$ cat src/bsc_pkg.sv
// Shared types, constants and alphabet functions for the base64 stream codec.
`default_nettype none

package bsc_pkg;

	localparam logic [7:0] PAD_CHAR = 8'h3d;

	localparam logic MODE_ENCODE = 1'b0;
	localparam logic MODE_DECODE = 1'b1;

	// One classified job: up to four result words produced by one input word.
	typedef struct packed {
		logic [3:0][7:0] data;
		logic [1:0]      last_idx;
		logic            has_data;
		logic            bad;
		logic            last;
	} bsc_job_t;

	// Map a six-bit value to its alphabet character.
	function automatic logic [7:0] enc_char(input logic [5:0] v);
		logic [7:0] w;
		w = {2'b00, v};
		if (v < 6'd26) begin
			return 8'h41 + w;
		end else if (v < 6'd52) begin
			return 8'h61 + (w - 8'd26);
		end else if (v < 6'd62) begin
			return 8'h30 + (w - 8'd52);
		end else if (v == 6'd62) begin
			return 8'h2b;
		end else begin
			return 8'h2f;
		end
	endfunction

	// Map a character to {valid, value}; valid is low outside the alphabet.
	function automatic logic [6:0] dec_value(input logic [7:0] c);
		logic [7:0] d;
		d = 8'h00;
		if (c inside {[8'h41:8'h5a]}) begin
			d = c - 8'h41;
			return {1'b1, d[5:0]};
		end else if (c inside {[8'h61:8'h7a]}) begin
			d = c - 8'h61 + 8'd26;
			return {1'b1, d[5:0]};
		end else if (c inside {[8'h30:8'h39]}) begin
			d = c - 8'h30 + 8'd52;
			return {1'b1, d[5:0]};
		end else if (c == 8'h2b) begin
			return {1'b1, 6'd62};
		end else if (c == 8'h2f) begin
			return {1'b1, 6'd63};
		end else begin
			return {1'b0, d[5:0]};
		end
	endfunction

endpackage

`default_nettype wire

$ cat src/bsc_if.sv
// Stream interfaces for input words and result words of the base64 codec.
`default_nettype none

interface bsc_in_if;
	logic       valid;
	logic       ready;
	logic [7:0] in_byte;
	logic       is_last;

	modport source (output valid, output in_byte, output is_last, input ready);
	modport sink   (input valid, input in_byte, input is_last, output ready);
endinterface

interface bsc_out_if;
	logic       valid;
	logic       ready;
	logic [7:0] out_byte;
	logic       has_data;
	logic       out_last;
	logic       bad_length;

	modport source (output valid, output out_byte, output has_data, output out_last,
		output bad_length, input ready);
	modport sink   (input valid, input out_byte, input has_data, input out_last,
		input bad_length, output ready);
endinterface

`default_nettype wire

$ cat src/base64_stream_codec.sv
// Top level of the streaming base64 encoder and decoder.
`default_nettype none

// Base64 (standard alphabet, '=' padding) codec for byte streams. The mode
// register selects encode (0) or decode (1); writing it clears any partial
// group. Input words are taken one per cycle while the job queue has room,
// each producing zero to four result words. The result side emits one word
// per cycle while the receiver is ready, so encoding is limited by the
// result side, and a message ending in a padded group still yields four
// result words for its final word; decoding takes one input word per
// cycle. The one-word-per-cycle output register sets that limit. The first
// result passes through the job queue and then the output register.
// In decode, the first character outside the alphabet ends the text; a
// leftover of one character yields a bare marker word with bad_length set.
module base64_stream_codec #(
	parameter int QUEUE_DEPTH = 2
) (
	input  wire logic  clk,
	input  wire logic  arst_n,
	input  wire logic  mode_we,
	input  wire logic  mode_wdata,
	bsc_in_if.sink     items,
	bsc_out_if.source  results
);

	logic              push;
	logic              full;
	logic              pop;
	logic              head_valid;
	bsc_pkg::bsc_job_t push_job;
	bsc_pkg::bsc_job_t head_job;

	bsc_front u_front (
		.clk        (clk),
		.arst_n     (arst_n),
		.mode_we    (mode_we),
		.mode_wdata (mode_wdata),
		.items      (items),
		.full       (full),
		.push       (push),
		.job        (push_job)
	);

	bsc_queue #(
		.DEPTH (QUEUE_DEPTH)
	) u_queue (
		.clk        (clk),
		.arst_n     (arst_n),
		.push       (push),
		.push_job   (push_job),
		.full       (full),
		.pop        (pop),
		.head_valid (head_valid),
		.head_job   (head_job)
	);

	bsc_back u_back (
		.clk        (clk),
		.arst_n     (arst_n),
		.head_valid (head_valid),
		.head_job   (head_job),
		.pop        (pop),
		.results    (results)
	);

endmodule

`default_nettype wire

$ cat src/bsc_front.sv
// Front end: accepts words, tracks group state and classifies them into jobs.
`default_nettype none

module bsc_front (
	input  wire logic          clk,
	input  wire logic          arst_n,
	input  wire logic          mode_we,
	input  wire logic          mode_wdata,
	bsc_in_if.sink             items,
	input  wire logic          full,
	output logic               push,
	output bsc_pkg::bsc_job_t  job
);

	logic        mode_q;
	logic [23:0] gb_q;
	logic [1:0]  cnt_q;
	logic        ended_q;

	logic [23:0] gb_d;
	logic [1:0]  cnt_d;
	logic        ended_d;
	logic        job_push;
	logic        accept;

	logic [23:0] enc_bits;
	logic [23:0] pad_bits;
	logic [6:0]  dv;
	logic [23:0] dec_bits;
	logic [1:0]  dec_cnt;
	logic        full_grp;

	assign items.ready = !full;
	assign accept      = items.valid && !full;
	assign push        = accept && job_push;

	// Classify the current word and compute the next group state
	always_comb begin
		job      = '0;
		job_push = 1'b0;
		gb_d     = gb_q;
		cnt_d    = cnt_q;
		ended_d  = ended_q;
		enc_bits = {gb_q[15:0], items.in_byte};
		pad_bits = '0;
		dv       = bsc_pkg::dec_value(items.in_byte);
		dec_bits = gb_q;
		dec_cnt  = cnt_q;
		full_grp = 1'b0;

		if (mode_q == bsc_pkg::MODE_ENCODE) begin
			cnt_d = cnt_q + 2'd1;
			job.has_data = 1'b1;
			job.last_idx = 2'd3;
			if (cnt_q == 2'd2) begin
				// complete group: four characters
				job.data[0] = bsc_pkg::enc_char(enc_bits[23:18]);
				job.data[1] = bsc_pkg::enc_char(enc_bits[17:12]);
				job.data[2] = bsc_pkg::enc_char(enc_bits[11:6]);
				job.data[3] = bsc_pkg::enc_char(enc_bits[5:0]);
				job.last    = items.is_last;
				job_push    = 1'b1;
				gb_d        = '0;
				cnt_d       = 2'd0;
			end else begin
				gb_d = enc_bits;
				if (items.is_last) begin
					// partial group: pad out to four characters
					job_push = 1'b1;
					job.last = 1'b1;
					if (cnt_q == 2'd0) begin
						pad_bits    = {items.in_byte, 16'h0000};
						job.data[2] = bsc_pkg::PAD_CHAR;
					end else begin
						pad_bits    = {gb_q[7:0], items.in_byte, 8'h00};
						job.data[2] = bsc_pkg::enc_char(pad_bits[11:6]);
					end
					job.data[0] = bsc_pkg::enc_char(pad_bits[23:18]);
					job.data[1] = bsc_pkg::enc_char(pad_bits[17:12]);
					job.data[3] = bsc_pkg::PAD_CHAR;
				end
			end
		end else begin
			job.has_data = 1'b1;
			if (!ended_q) begin
				if (!dv[6]) begin
					ended_d = 1'b1;
				end else begin
					dec_bits = {gb_q[17:0], dv[5:0]};
					dec_cnt  = cnt_q + 2'd1;
					if (dec_cnt == 2'd0) begin
						// four characters make three bytes
						job.data[0]  = dec_bits[23:16];
						job.data[1]  = dec_bits[15:8];
						job.data[2]  = dec_bits[7:0];
						job.last_idx = 2'd2;
						job_push     = 1'b1;
						full_grp     = 1'b1;
						dec_bits     = '0;
					end
				end
			end
			gb_d  = dec_bits;
			cnt_d = dec_cnt;
			if (items.is_last) begin
				// flush the leftover of the text
				job_push = 1'b1;
				job.last = 1'b1;
				case (dec_cnt)
					2'd0: begin
						if (!full_grp) begin
							job.has_data = 1'b0;
							job.last_idx = 2'd0;
						end
					end
					2'd1: begin
						job.has_data = 1'b0;
						job.bad      = 1'b1;
						job.last_idx = 2'd0;
					end
					2'd2: begin
						job.data[0]  = dec_bits[11:4];
						job.last_idx = 2'd0;
					end
					2'd3: begin
						job.data[0]  = dec_bits[17:10];
						job.data[1]  = dec_bits[9:2];
						job.last_idx = 2'd1;
					end
					default: begin
						job.last_idx = 2'd0;
					end
				endcase
			end
		end

		if (items.is_last) begin
			gb_d    = '0;
			cnt_d   = 2'd0;
			ended_d = 1'b0;
		end
	end

	// Hold mode and group state; a mode write clears the group
	always_ff @(posedge clk or negedge arst_n) begin
		if (!arst_n) begin
			mode_q  <= bsc_pkg::MODE_ENCODE;
			gb_q    <= '0;
			cnt_q   <= 2'd0;
			ended_q <= 1'b0;
		end else if (mode_we) begin
			mode_q  <= mode_wdata;
			gb_q    <= '0;
			cnt_q   <= 2'd0;
			ended_q <= 1'b0;
		end else if (accept) begin
			gb_q    <= gb_d;
			cnt_q   <= cnt_d;
			ended_q <= ended_d;
		end
	end

endmodule

`default_nettype wire

$ cat src/bsc_queue.sv
// Job queue between the front end and the back end.
`default_nettype none

module bsc_queue #(
	parameter int DEPTH = 2
) (
	input  wire logic               clk,
	input  wire logic               arst_n,
	input  wire logic               push,
	input  wire bsc_pkg::bsc_job_t  push_job,
	output logic                    full,
	input  wire logic               pop,
	output logic                    head_valid,
	output bsc_pkg::bsc_job_t       head_job
);

	localparam int PW = (DEPTH > 1) ? $clog2(DEPTH) : 1;
	localparam int CW = $clog2(DEPTH + 1);
	localparam logic [PW-1:0] LAST_PTR = PW'(DEPTH - 1);
	localparam logic [CW-1:0] DEPTH_C  = CW'(DEPTH);

	bsc_pkg::bsc_job_t slots_q [DEPTH];
	logic [PW-1:0]     wr_ptr_q;
	logic [PW-1:0]     rd_ptr_q;
	logic [CW-1:0]     count_q;

	assign full       = (count_q == DEPTH_C);
	assign head_valid = (count_q != '0);
	assign head_job   = slots_q[rd_ptr_q];

	// Store pushed jobs
	always_ff @(posedge clk) begin
		if (push) begin
			slots_q[wr_ptr_q] <= push_job;
		end
	end

	// Advance pointers and fill count
	always_ff @(posedge clk or negedge arst_n) begin
		if (!arst_n) begin
			wr_ptr_q <= '0;
			rd_ptr_q <= '0;
			count_q  <= '0;
		end else begin
			if (push) begin
				wr_ptr_q <= (wr_ptr_q == LAST_PTR) ? '0 : wr_ptr_q + PW'(1);
			end
			if (pop) begin
				rd_ptr_q <= (rd_ptr_q == LAST_PTR) ? '0 : rd_ptr_q + PW'(1);
			end
			if (push && !pop) begin
				count_q <= count_q + CW'(1);
			end else if (pop && !push) begin
				count_q <= count_q - CW'(1);
			end
		end
	end

	a_no_overflow: assert property (@(posedge clk) disable iff (!arst_n)
		full |-> !push)
		else $error("job pushed into a full queue");

	a_no_underflow: assert property (@(posedge clk) disable iff (!arst_n)
		!head_valid |-> !pop)
		else $error("job popped from an empty queue");

	a_count_bound: assert property (@(posedge clk) disable iff (!arst_n)
		count_q <= DEPTH_C)
		else $error("queue fill count out of range");

endmodule

`default_nettype wire

$ cat src/bsc_back.sv
// Back end: expands queued jobs into result words, one per cycle while the receiver is ready.
`default_nettype none

module bsc_back (
	input  wire logic               clk,
	input  wire logic               arst_n,
	input  wire logic               head_valid,
	input  wire bsc_pkg::bsc_job_t  head_job,
	output logic                    pop,
	bsc_out_if.source               results
);

	logic [1:0] idx_q;
	logic       out_valid_q;
	logic [7:0] out_byte_q;
	logic       has_data_q;
	logic       out_last_q;
	logic       bad_q;
	logic       load;
	logic       at_end;

	assign load   = head_valid && (!out_valid_q || results.ready);
	assign at_end = (idx_q == head_job.last_idx);
	assign pop    = load && at_end;

	assign results.valid      = out_valid_q;
	assign results.out_byte   = out_byte_q;
	assign results.has_data   = has_data_q;
	assign results.out_last   = out_last_q;
	assign results.bad_length = bad_q;

	// Advance through the head job and track the output register
	always_ff @(posedge clk or negedge arst_n) begin
		if (!arst_n) begin
			idx_q       <= 2'd0;
			out_valid_q <= 1'b0;
		end else begin
			if (load) begin
				out_valid_q <= 1'b1;
				idx_q       <= at_end ? 2'd0 : idx_q + 2'd1;
			end else if (results.ready) begin
				out_valid_q <= 1'b0;
			end
		end
	end

	// Load the next result word
	always_ff @(posedge clk) begin
		if (load) begin
			out_byte_q <= head_job.has_data ? head_job.data[idx_q] : 8'h00;
			has_data_q <= head_job.has_data;
			out_last_q <= head_job.last && at_end;
			bad_q      <= head_job.bad;
		end
	end

	a_idx_in_job: assert property (@(posedge clk) disable iff (!arst_n)
		head_valid |-> idx_q <= head_job.last_idx)
		else $error("result index past end of job");

endmodule

`default_nettype wire

$ cat src/flat_wrapper.sv
// flat-port wrapper written by rule: the top's interface ports become plain ports
module base64_stream_codec_flat 
#(
	parameter int QUEUE_DEPTH = 2
)
  (clk, arst_n, mode_we, mode_wdata, items_valid, items_in_byte, items_is_last, items_ready, results_valid, results_out_byte, results_has_data, results_out_last, results_bad_length, results_ready);
  bsc_in_if items_i ();
  bsc_out_if results_i ();
  input  wire logic clk;
  input  wire logic arst_n;
  input  wire logic mode_we;
  input  wire logic mode_wdata;
  input wire logic [$bits(items_i.valid)-1:0] items_valid;
  input wire logic [$bits(items_i.in_byte)-1:0] items_in_byte;
  input wire logic [$bits(items_i.is_last)-1:0] items_is_last;
  output wire logic [$bits(items_i.ready)-1:0] items_ready;
  output wire logic [$bits(results_i.valid)-1:0] results_valid;
  output wire logic [$bits(results_i.out_byte)-1:0] results_out_byte;
  output wire logic [$bits(results_i.has_data)-1:0] results_has_data;
  output wire logic [$bits(results_i.out_last)-1:0] results_out_last;
  output wire logic [$bits(results_i.bad_length)-1:0] results_bad_length;
  input wire logic [$bits(results_i.ready)-1:0] results_ready;
  assign items_i.valid = items_valid;
  assign items_i.in_byte = items_in_byte;
  assign items_i.is_last = items_is_last;
  assign items_ready = items_i.ready;
  assign results_valid = results_i.valid;
  assign results_out_byte = results_i.out_byte;
  assign results_has_data = results_i.has_data;
  assign results_out_last = results_i.out_last;
  assign results_bad_length = results_i.bad_length;
  assign results_i.ready = results_ready;
  base64_stream_codec #(.QUEUE_DEPTH(QUEUE_DEPTH)) u_core (.clk(clk), .arst_n(arst_n), .mode_we(mode_we), .mode_wdata(mode_wdata), .items(items_i), .results(results_i));
endmodule
$ cat config.mk
export PLATFORM = sky130hd
export DESIGN_NAME = base64_stream_codec_flat
export DESIGN_NICKNAME = d
export VERILOG_FILES = /design/src/bsc_pkg.sv /design/src/bsc_if.sv /design/src/base64_stream_codec.sv /design/src/bsc_front.sv /design/src/bsc_queue.sv /design/src/bsc_back.sv /design/src/flat_wrapper.sv
export SDC_FILE = /design/constraint.sdc
export NUM_CORES = 1
export LEC_CHECK = 0
export BUFFER_PORTS_ARGS = -buffer_cell sky130_fd_sc_hd__buf_2
export CAP_MARGIN = 5
export CORE_MARGIN = 1
export CORE_UTILIZATION = 50
export CTS_CLUSTER_DIAMETER = 40
export DETAILED_ROUTE_END_ITERATION = 8
export PLACE_DENSITY_LB_ADDON = 0.08
export SYNTH_ARGS = -nofsm -noshare
export SYNTH_HDL_FRONTEND = slang
export SYNTH_HIERARCHICAL = 1
export SYNTH_SLANG_ARGS = --single-unit
$ cat constraint.sdc
create_clock -name clk -period 8.1 [get_ports clk]
set_clock_uncertainty 0.2 [all_clocks]
set_input_delay 0.81 -clock clk [delete_from_list [all_inputs] [get_ports clk]]
set_output_delay 0.81 -clock clk [all_outputs]
set_load 0.01 [all_outputs]
* Word-level counts from Yosys, hierarchy flattened *
Memories as Yosys holds them, arrays and structs flattened.
Index checks and enable logic that the tools add are counted.
W data, S select, Z words.

cells by class
  multiplexer cells = 95
  $lt $le $gt $ge = 28
  reduce and logical (&&, ||, !) cells = 26
  add/subtract/negate cells = 46
  equality and inequality tests = 16

operators by type and width
  cell                   number
  $mux W8                25
  $mux W18               8
  $mux W24               4
  $lt A6 B6 Y1 const B   14
  $mux W26               3
  $add A7 B6 Y8 const A  7
  $add A7 B7 Y8 const A  7
  $add A7 B8 Y8 const A  7
  $sub A6 B5 Y7 const B  7
  $sub A6 B6 Y7 const B  7
  $lt A6 B5 Y1 const B   7
  $eq A6 B6 Y1 const B   6
  $mux W7                5
  $mux W32               1
  $mux W30               1
  $mux W27               1
  $mux W1                24
  $mux W2                11
  $mux W21               1
  $mux W3                7
  $bmux W8 S2            1
  $eq A8 B6 Y1 const B   2
  $ge A8 B7 Y1 const B   2
  $le A8 B7 Y1 const B   2
  27 further kinds       51

word-level totals
  input port bits = 15
  memories kept = 1
  output and inout port bits = 13
  flip-flop bits (word level) = 40
  bits in writable memories = 74

memories
  memory                  words  width  read ports  clocked after Yosys merged registers in  write ports  RTL line         RTL
  u_core.u_queue.slots_q  2      37     1           0                                        1            bsc_queue.sv:22  bsc_pkg::bsc_job_t slots_q [DEPTH];

* Logic depth before layout (Yosys ltp) *
Gate-level depths: netlist of run 1.

  depth after elaboration = 15
  gate-level depth with buffers = 16
  gate-level depth less buffers = 13

* Cells and area by module *
Netlist of run 1, hierarchy kept.

by module, submodules not included
  module     cells each  seq. area each (um^2)  area each (um^2)  times used
  bsc_front  907         550.5                  6195.9            1
  bsc_queue  131         2322.2                 2941.6            1
  bsc_back   48          405.4                  767.0             1

* Least setup slack after synthesis of run 1 *
No wires, ideal clock.

  path type = input to register
  from = input port items_in_byte[2]
  to = memory u_core/u_queue/slots_q[0][0] in the netlist's numbering (enable)
  setup slack = 2.395 ns
  cell stages on the path = 12
  buffers on the path = 2
  arrival time = 5.070 ns
  path through = clkbuf_1 inv_1 ha_1 nor2b_1 o311a_1 o31a_1 a31oi_4 buf_2 and3_1 nor3_1 nor2_1 nor2b_1

between the ends
  word-level cells in the longest chain between the ends = 13
  elaborated cells on any way between the ends = 23

RTL lines
  element                                                               RTL line                   RTL
  from (decl)                                                           flat_wrapper.sv:14         input wire logic [$bits(items_i.in_byte)-1:0] items_in_byte;
  parallel branches: the longest is 5 deep, another holds $ge A8 B6 Y1  n/a
  $mux W7 (*)                                                           bsc_pkg.sv:41              if (c inside {[8'h41:8'h5a]}) begin
  $mux W1 (*)                                                           bsc_front.sv:86            if (!dv[6]) begin
  $mux W1 (*)                                                           bsc_front.sv:85            if (!ended_q) begin
  $mux W1 (*)                                                           bsc_front.sv:105           if (items.is_last) begin
  $mux W1 (*)                                                           bsc_front.sv:51            if (mode_q == bsc_pkg::MODE_ENCODE) begin
  $logic_and A1 B1 Y1 (*)                                               bsc_front.sv:35            assign push = accept && job_push;
  via u_core.push                                                       base64_stream_codec.sv:26  logic push;
  $mux W1 (*)                                                           bsc_queue.sv:33            if (push) begin
  $mux W1 (implied by the code) (*)                                     bsc_queue.sv:34            slots_q[wr_ptr_q] <= push_job;
  to (decl)                                                             bsc_queue.sv:22

Mark *: on every way through the listed nets, which the timed path passes.

==> results of run 1 <==
-- how the worst max path moves through the flow --
| stage | start | endpoint | slack, ns | cells after the start |
|---|---|---|---|---|
| 6_report | u_core/u_front/cnt_q[0] | u_core/u_queue/slots_q[1][10] | 3.19 | 13 |
| 5_1_grt | u_core/u_front/cnt_q[0] | u_core/u_queue/slots_q[0][6] | 2.76 | 11 |
| 4_1_cts | u_core/u_front/cnt_q[0] | u_core/u_queue/slots_q[1][10] | 3.23 | 13 |
| 3_5_place_dp | items_in_byte[2] | u_core/u_queue/slots_q[0][29] | 2.92 | 11 |
| 3_3_place_gp | items_in_byte[2] | u_core/u_queue/slots_q[0][29] | 2.95 | 11 |
| 2_1_floorplan | items_in_byte[2] | u_core/u_queue/slots_q[0][0] | 2.39 | 12 |
-- per-layer routing --
layer  wire length [um]  up-vias
met4                767        0
met2              12800      363
met5                  0        -
met1              12900     4060
met3               2160       56
li1                   -     3960
-- layout by cell type (no fill, tap or decap), drive strengths merged, types with 13 or more instances in the layout --
cell type,count
mux2i,14
nand2,127
a22oi,13
xnor2,49
o21ai,76
edfxtp,85
buf,34
nand4,15
nand3,24
a31oi,15
a221oi,13
nor2,59
xor2,29
dfrtp,29
a21oi,77
inv,51
a211oi,17
ha,74
clkbuf,17
nor3,22
nor2b,21
o211ai,22
mux2,42
and2,15
-- cell families (layout without fill, tap and decap cells) --
family | Yosys count | after routing
AND/OR/NAND/NOR | 334 | 334
AO/OA/AOI/OAI | 303 | 303
buffers and inverters | 117 | 110
flip-flops | 114 | 114
XOR/XNOR | 78 | 78
adder cells (fa/ha/maj) | 76 | 76
multiplexers | 64 | 64
-- through the flow --
stage	cell area (um^2)	setup slack, ns
after floorplan	9900	2.39
after global placement	10100	2.95
after detailed placement	10100	2.92
after CTS	10700	3.23
after global routing	10700	2.76
final	10700	3.19
-- power by group through the flow --
stage	Combinational (W)	Sequential [W]	Clock, W
floorplan	0.000629	0.000820	0
global placement	0.000805	0.000843	0
CTS	0.000813	0.000833	0.000791
detailed placement	0.000807	0.000845	0
global route	0.000883	0.000847	0.000819
finish	0.000812	0.000832	0.000780
-- registers in the layout (all words and copies together), names as in the netlist --
register and cells:
u_core/u_back/results.out_last 1, u_core/u_front/ended_q 1, u_core/u_back/results.valid 1, u_core/u_back/results.out_byte 8
u_core/u_queue/count_q 2, u_core/u_back/idx_q 2, u_core/u_front/mode_q 1, u_core/u_back/results.bad_length 1
u_core/u_queue/slots_q 74, u_core/u_queue/rd_ptr_q 1, u_core/u_back/results.has_data 1, u_core/u_front/cnt_q 2
u_core/u_queue/wr_ptr_q 1, u_core/u_front/gb_q 18
-- area by class of cell --
type / count / area (um^2) / share of cell area
sequential: 114 / 3280 / 0.306
clock buffer: 17 / 425 / 0.0397
inverter: 44 / 165 / 0.0154
tap: 265 / 332 / 0.0309
clock inverter: 15 / 194 / 0.0181
timing repair buffer: 34 / 188 / 0.0175
multi-input combinational: 855 / 6130 / 0.572
==> flow_summary_export.csv, run 1 <==
group,metric,value,unit
yosys,synthAdderAreaFrac,0.0956,
power_and_ir_drop,total_power,0.00242,W
sta,whs,0.250,ns
yosys,synth_enable_flop_cells,85,
sta,finalCriticalPeriod,4.91,ns
yosys,synthTopCellsByArea,"edfxtp_1 (26%), ha_1 (9.3%), dfrtp_1 (7.3%), nand2_1 (4.8%), xnor2_1 (4.3%)",
global_routing,overflow,0,
final_layout,post-route-util,0.551,
sta,finalSetupViolCount,0,
detailed_routing,vias,8439,
yosys,synth.top_cells.by_count,"nand2_1 (126), edfxtp_1 (85), a21oi_1 (75)",
floorplanning,start_util,0.509,
worst_setup_path,worstPathMaxFanout,24,
global_routing,grt_use_met1,0.407,
yosys,ys_seq_area_frac,0.331,
worst_setup_path,startpoint_type,"flip-flop",
yosys,synth_nets,1175,
yosys,synthMuxAreaShare,0.0888,
clocking,cts.sinks,114,
worst_setup_path,slowest_stage,"mux2i_1",
final_layout,antennaDiodeCount,0,
worst_setup_path,reg2reg_depth,13,
yosys,synth_cell_type_count,78,
power_and_ir_drop,power_density,226,nW/um^2
yosys,netlist_area,9900,um^2
clocking,cts-buffers-inserted,17,
yosys,syn-instance-count,1086,
worst_setup_path,path_class,"flip-flop to flip-flop",
final_layout,nets,1155,
clocking,clock_latency,0.42,ns
power_and_ir_drop,p_sw,0.000816,W
floorplanning,die_x,143,um
global_routing,grt_pass1_wl,44300,um
yosys,ys_async_sr_fraction,0.254,
detailed_routing,avgRoutedWirePerCell,21.2,um
clocking,post_cts_resized,0,
worst_setup_path,r2r-end,"u_core/u_queue/slots_q[1][10]",
worst_setup_path,crit_buf_inv,3,
detailed_routing,drt_wl_total,28600,um
yosys,netlist.area_leader.share,0.258,
worst_setup_path,slowest_delay,0.82,ns
yosys,avgSynthCellArea,9.12,um^2
yosys,ys_ff_latch,114,
worst_setup_path,r2r_start,"u_core/u_front/cnt_q[0]",
global_routing,grt_max_degree,53,
clocking,clockBufferDepth,2,
yosys,ys.flop_type,"edfxtp_1",
power_and_ir_drop,p_seq_frac,0.343,
clocking,htreeDepth,4,
placed_design,dp.cells,1312,
clocking,clockRootBuffer,"clkbuf_16",
detailed_routing,drt_pass1_iterations,5,
global_routing,met2_usage,0.446,
power_and_ir_drop,swShare,0.336,
yosys,synth_compound_area_frac,0.202,
sta,rsz0062_at_grt,"false",
worst_hold_path,hold_path.class,"primary input to async pin",
placed_design,dp_hpwl,20500,um
sta,worst_pin_slew,1.21,ns
detailed_routing,drt_iter0_drc,918,
sta,max_freq,0.204,GHz
detailed_routing,drc,0,
placed_design,gp_congestion,0.906,
power_and_ir_drop,vdd_ir_drop_max,155,uV
worst_setup_path,cp_cell_sequence,"inv_1 -> ha_1 -> buf_4 -> mux2i_1 -> inv_1 -> ha_1 -> a21oi_4 -> nand3_1 -> maj3_2 -> o22ai_1 -> a221oi_1 -> a211o_1 -> a21o_1",
final_layout,n_fill_cell,1760,
worst_setup_path,r2r_slack,3.19,ns
global_routing,top_usage_layer,"met2",
clocking,cts_tree,"built",
power_and_ir_drop,p_clk_frac,0.322,
worst_setup_path,crit_path_end_kind,"flip-flop",
global_routing,grt_pass1_vias,7691,
detailed_routing,ant_nets,0,
power_and_ir_drop,pwr-share-comb,0.335,
worst_setup_path,worstPathArrival,4.88,ns
final_layout,synthToLayoutAreaGrowth,8.20,%
sta,hold_violations,0,
floorplanning,fp.dieH,143,um
global_routing,grtUsageTotal,0.289,
worst_setup_path,crit_required,8.07,ns
yosys,yosys.area_share.xor_xnor,0.0690,
yosys,yosysMostFrequentCell,"nand2_1",
worst_setup_path,worst_path_dominant_cell_family,"compound AO/OA/AOI/OAI gates",
sta,slew_headroom,0.190,
final_layout,final_cells,1344,
outcome,status,"completed",
sta,fin_crit_sh,0.606,
detailed_routing,routed_via_density,6.28,
global_routing,gr-usage-met3,0.0610,
floorplanning,core_region_area,19500,um^2
power_and_ir_drop,leakage,4.09,nW
clocking,postCtsHoldBufs,0,
run,cap_violations,0,
floorplanning,num_io_pins,28,
floorplanning,dieArea,20400,um^2
clocking,clkTransAtPathRegs,0.06,ns
yosys,ys_warn_count,6,
placed_design,port_buffers,27,
yosys,synthSimpleGateAreaFrac,0.163,
final_layout,drive_gt1_frac,0.122,
yosys,synth_top_family_by_area,"compound AO/OA/AOI/OAI gates",
floorplanning,num_rows,51,
clocking,post_cts_buffers,0,
power_and_ir_drop,p_int,0.00161,W
yosys,synth.largest_area_cell,"edfxtp_1",
global_routing,antenna_found_initial,0,
sta,slew_violations,0,
sta,setup-tns-final,0,ns
Note: power is estimated with default switching activity, not from simulation.
==> run 2: changes to the inputs <==
==> constraint.sdc (replaced) <==
create_clock -name clk -period 4.7 [get_ports clk]
set_clock_uncertainty 0.2 [all_clocks]
set_input_delay 0.47 -clock clk [delete_from_list [all_inputs] [get_ports clk]]
set_output_delay 0.47 -clock clk [all_outputs]
set_load 0.01 [all_outputs]
==> run 2 against run 1 <==
Net effect: critical endpoint is now u_core/u_queue/slots_q[0][17]; combinational power is 74% higher; setup slack worse by 2.5 ns; register-to-register slack worse by 2.5 ns; sequential share of layout area is 0.60 points lower; largest cell class unchanged; largest power group unchanged; final cell count is 2.0% higher.
==> flow_summary_export.csv, run 2 (synthesis results as in run 1) <==
group,metric,value,unit
placed_design,dp_hpwl,21300,um
sta,worst_pin_slew,1.09,ns
clocking,cts-buffers-inserted,17,
final_layout,drive_gt1_frac,0.142,
power_and_ir_drop,vdd_ir_drop_max,272,uV
detailed_routing,drt_pass1_iterations,5,
clocking,htreeDepth,4,
detailed_routing,avgRoutedWirePerCell,21.2,um
run,cap_violations,0,
clocking,cts.sinks,114,
global_routing,grt_pass1_wl,44900,um
placed_design,port_buffers,27,
clocking,clockBufferDepth,2,
floorplanning,fp.dieH,143,um
detailed_routing,drt_wl_total,29100,um
sta,rsz0062_at_grt,"false",
sta,setup-tns-final,0,ns
final_layout,final_cell_mix,"nand2_1 (126), edfxtp_1 (85), a21oi_1 (75)",
floorplanning,num_rows,51,
sta,max_freq,0.252,GHz
detailed_routing,drt_iter0_drc,858,
floorplanning,die_x,143,um
sta,hold_violations,0,
placed_design,postPlaceCellArea,10300,um^2
placed_design,place_ws,0.581,ns
detailed_routing,vias,8465,
worst_setup_path,worstPathArrival,3.86,ns
worst_setup_path,startpoint_type,"flip-flop",
sta,slew_headroom,0.268,
floorplanning,start_util,0.509,
final_layout,largest_reg_flops,74,
outcome,status,"completed",
global_routing,grtUsageTotal,0.294,
worst_setup_path,worstPathMaxFanout,12,
sta,fin_crit_sh,0.846,
worst_setup_path,crit_path_end_kind,"flip-flop",
worst_setup_path,slowest_delay,0.40,ns
sta,worst_slack,0.724,ns
final_layout,final_cells,1371,
power_and_ir_drop,leakage,4.22,nW
power_and_ir_drop,power_density,386,nW/um^2
floorplanning,dieArea,20400,um^2
global_routing,antenna_found_initial,0,
final_layout,antennaDiodeCount,0,
final_layout,nets,1182,
global_routing,grt_pass1_vias,7798,
final_layout,multi_input_area,6130,um^2
worst_hold_path,hold_path.class,"primary input to flip-flop",
final_layout,postLayoutCellArea,10900,um^2
placed_design,dp.cells,1338,
clocking,cts_tree,"built",
worst_setup_path,worst_path_dominant_cell_family,"compound AO/OA/AOI/OAI gates",
worst_setup_path,slowest_stage,"nor2b_1",
worst_setup_path,cp_cell_sequence,"inv_1 -> buf_4 -> ha_1 -> buf_4 -> nor2b_1 -> inv_1 -> ha_1 -> xnor2_1 -> and3b_1 -> xnor2_1 -> a211oi_1 -> a21oi_1 -> a31oi_1 -> o211ai_1",
worst_setup_path,crit_required,4.59,ns
worst_setup_path,crit_buf_inv,4,
worst_setup_path,reg2reg_depth,14,
sta,slew_violations,0,
final_layout,final_common_cell,"nand2_1",
floorplanning,core_region_area,19500,um^2
placed_design,gp_congestion,0.898,
detailed_routing,routed_via_density,6.17,
worst_hold_path,min_path_cells,2,
sta,finalSetupViolCount,0,
final_layout,n_fill_cell,1791,
final_layout,synthToLayoutAreaGrowth,10.4,%
floorplanning,num_io_pins,28,
clocking,clock_latency,0.42,ns
final_layout,largest-register,"u_core/u_queue/slots_q",
global_routing,grt_max_degree,52,
detailed_routing,drc,0,
global_routing,overflow,0,
clocking,clockRootBuffer,"clkbuf_16",
worst_setup_path,path_class,"flip-flop to flip-flop",
sta,finalCriticalPeriod,3.98,ns
clocking,post_cts_resized,0,
worst_setup_path,cp.depth,14,
detailed_routing,ant_nets,0,
clocking,clkTransAtPathRegs,0.06,ns
final_layout,register_area,3280,um^2
## run 2: stage by stage
stage / total power (W) / utilization / hold WS (ns)
after floorplan: 0.00250 / - / -0.0256
after global placement: 0.00288 / 0.529 / 0.266
after detailed placement: 0.00288 / 0.529 / 0.268
after CTS: 0.00423 / 0.562 / 0.0716
after global routing: 0.00442 / 0.562 / 0.0771
final: 0.00421 / 0.562 / 0.0864
## run 2: area by class of cell
class / instances / share of cell area
well taps: 265 / 0.0303
flip-flops and latches: 114 / 0.300
repair buffers: 61 / 0.0371
inverters: 44 / 0.0151
clock buffers: 18 / 0.0393
multi-input cells: 855 / 0.561
clock inverters: 14 / 0.0172
## run 2: path summary, 6_finish.rpt
kind / from / endpoint / slack [ns]
worst max-delay path: u_core/u_front/cnt_q[0] / u_core/u_queue/slots_q[0][17] / 0.72
worst min-delay path: mode_wdata / u_core/u_front/mode_q / 0.09
worst max register to register: u_core/u_front/cnt_q[0] / u_core/u_queue/slots_q[0][17] / 0.72
worst min register to register: u_core/u_queue/count_q[1] / u_core/u_queue/count_q[1] / 0.28
max in group asynchronous: arst_n / u_core/u_queue/rd_ptr_q / 3.33
min in group asynchronous: arst_n / u_core/u_back/idx_q[0] / 0.45
## run 2: repair_timing
item | in CTS | in global routing
hold endpoints to repair | 29 | 0
hold buffers | 1 | 0
setup buffers | 0 | 0
## run 2: per-layer routing
| layer | track usage | wire length, um | up-vias |
|---|---|---|---|
| met5 | 0 | 0 | - |
| met2 | 0.459 | 13000 | 359 |
| met1 | 0.408 | 13100 | 4047 |
| met3 | 0.0641 | 2310 | 40 |
| li1 | - | - | 4019 |
| met4 | 0.0804 | 599 | 0 |
## run 2: report_power, final
group	leakage (nW)	switching (W)	internal, W
registers	1.18	0.000148	0.00131
clock network	0.294	0.000463	0.000883
logic	2.75	0.000769	0.000642
total	4.22	0.00138	0.00283
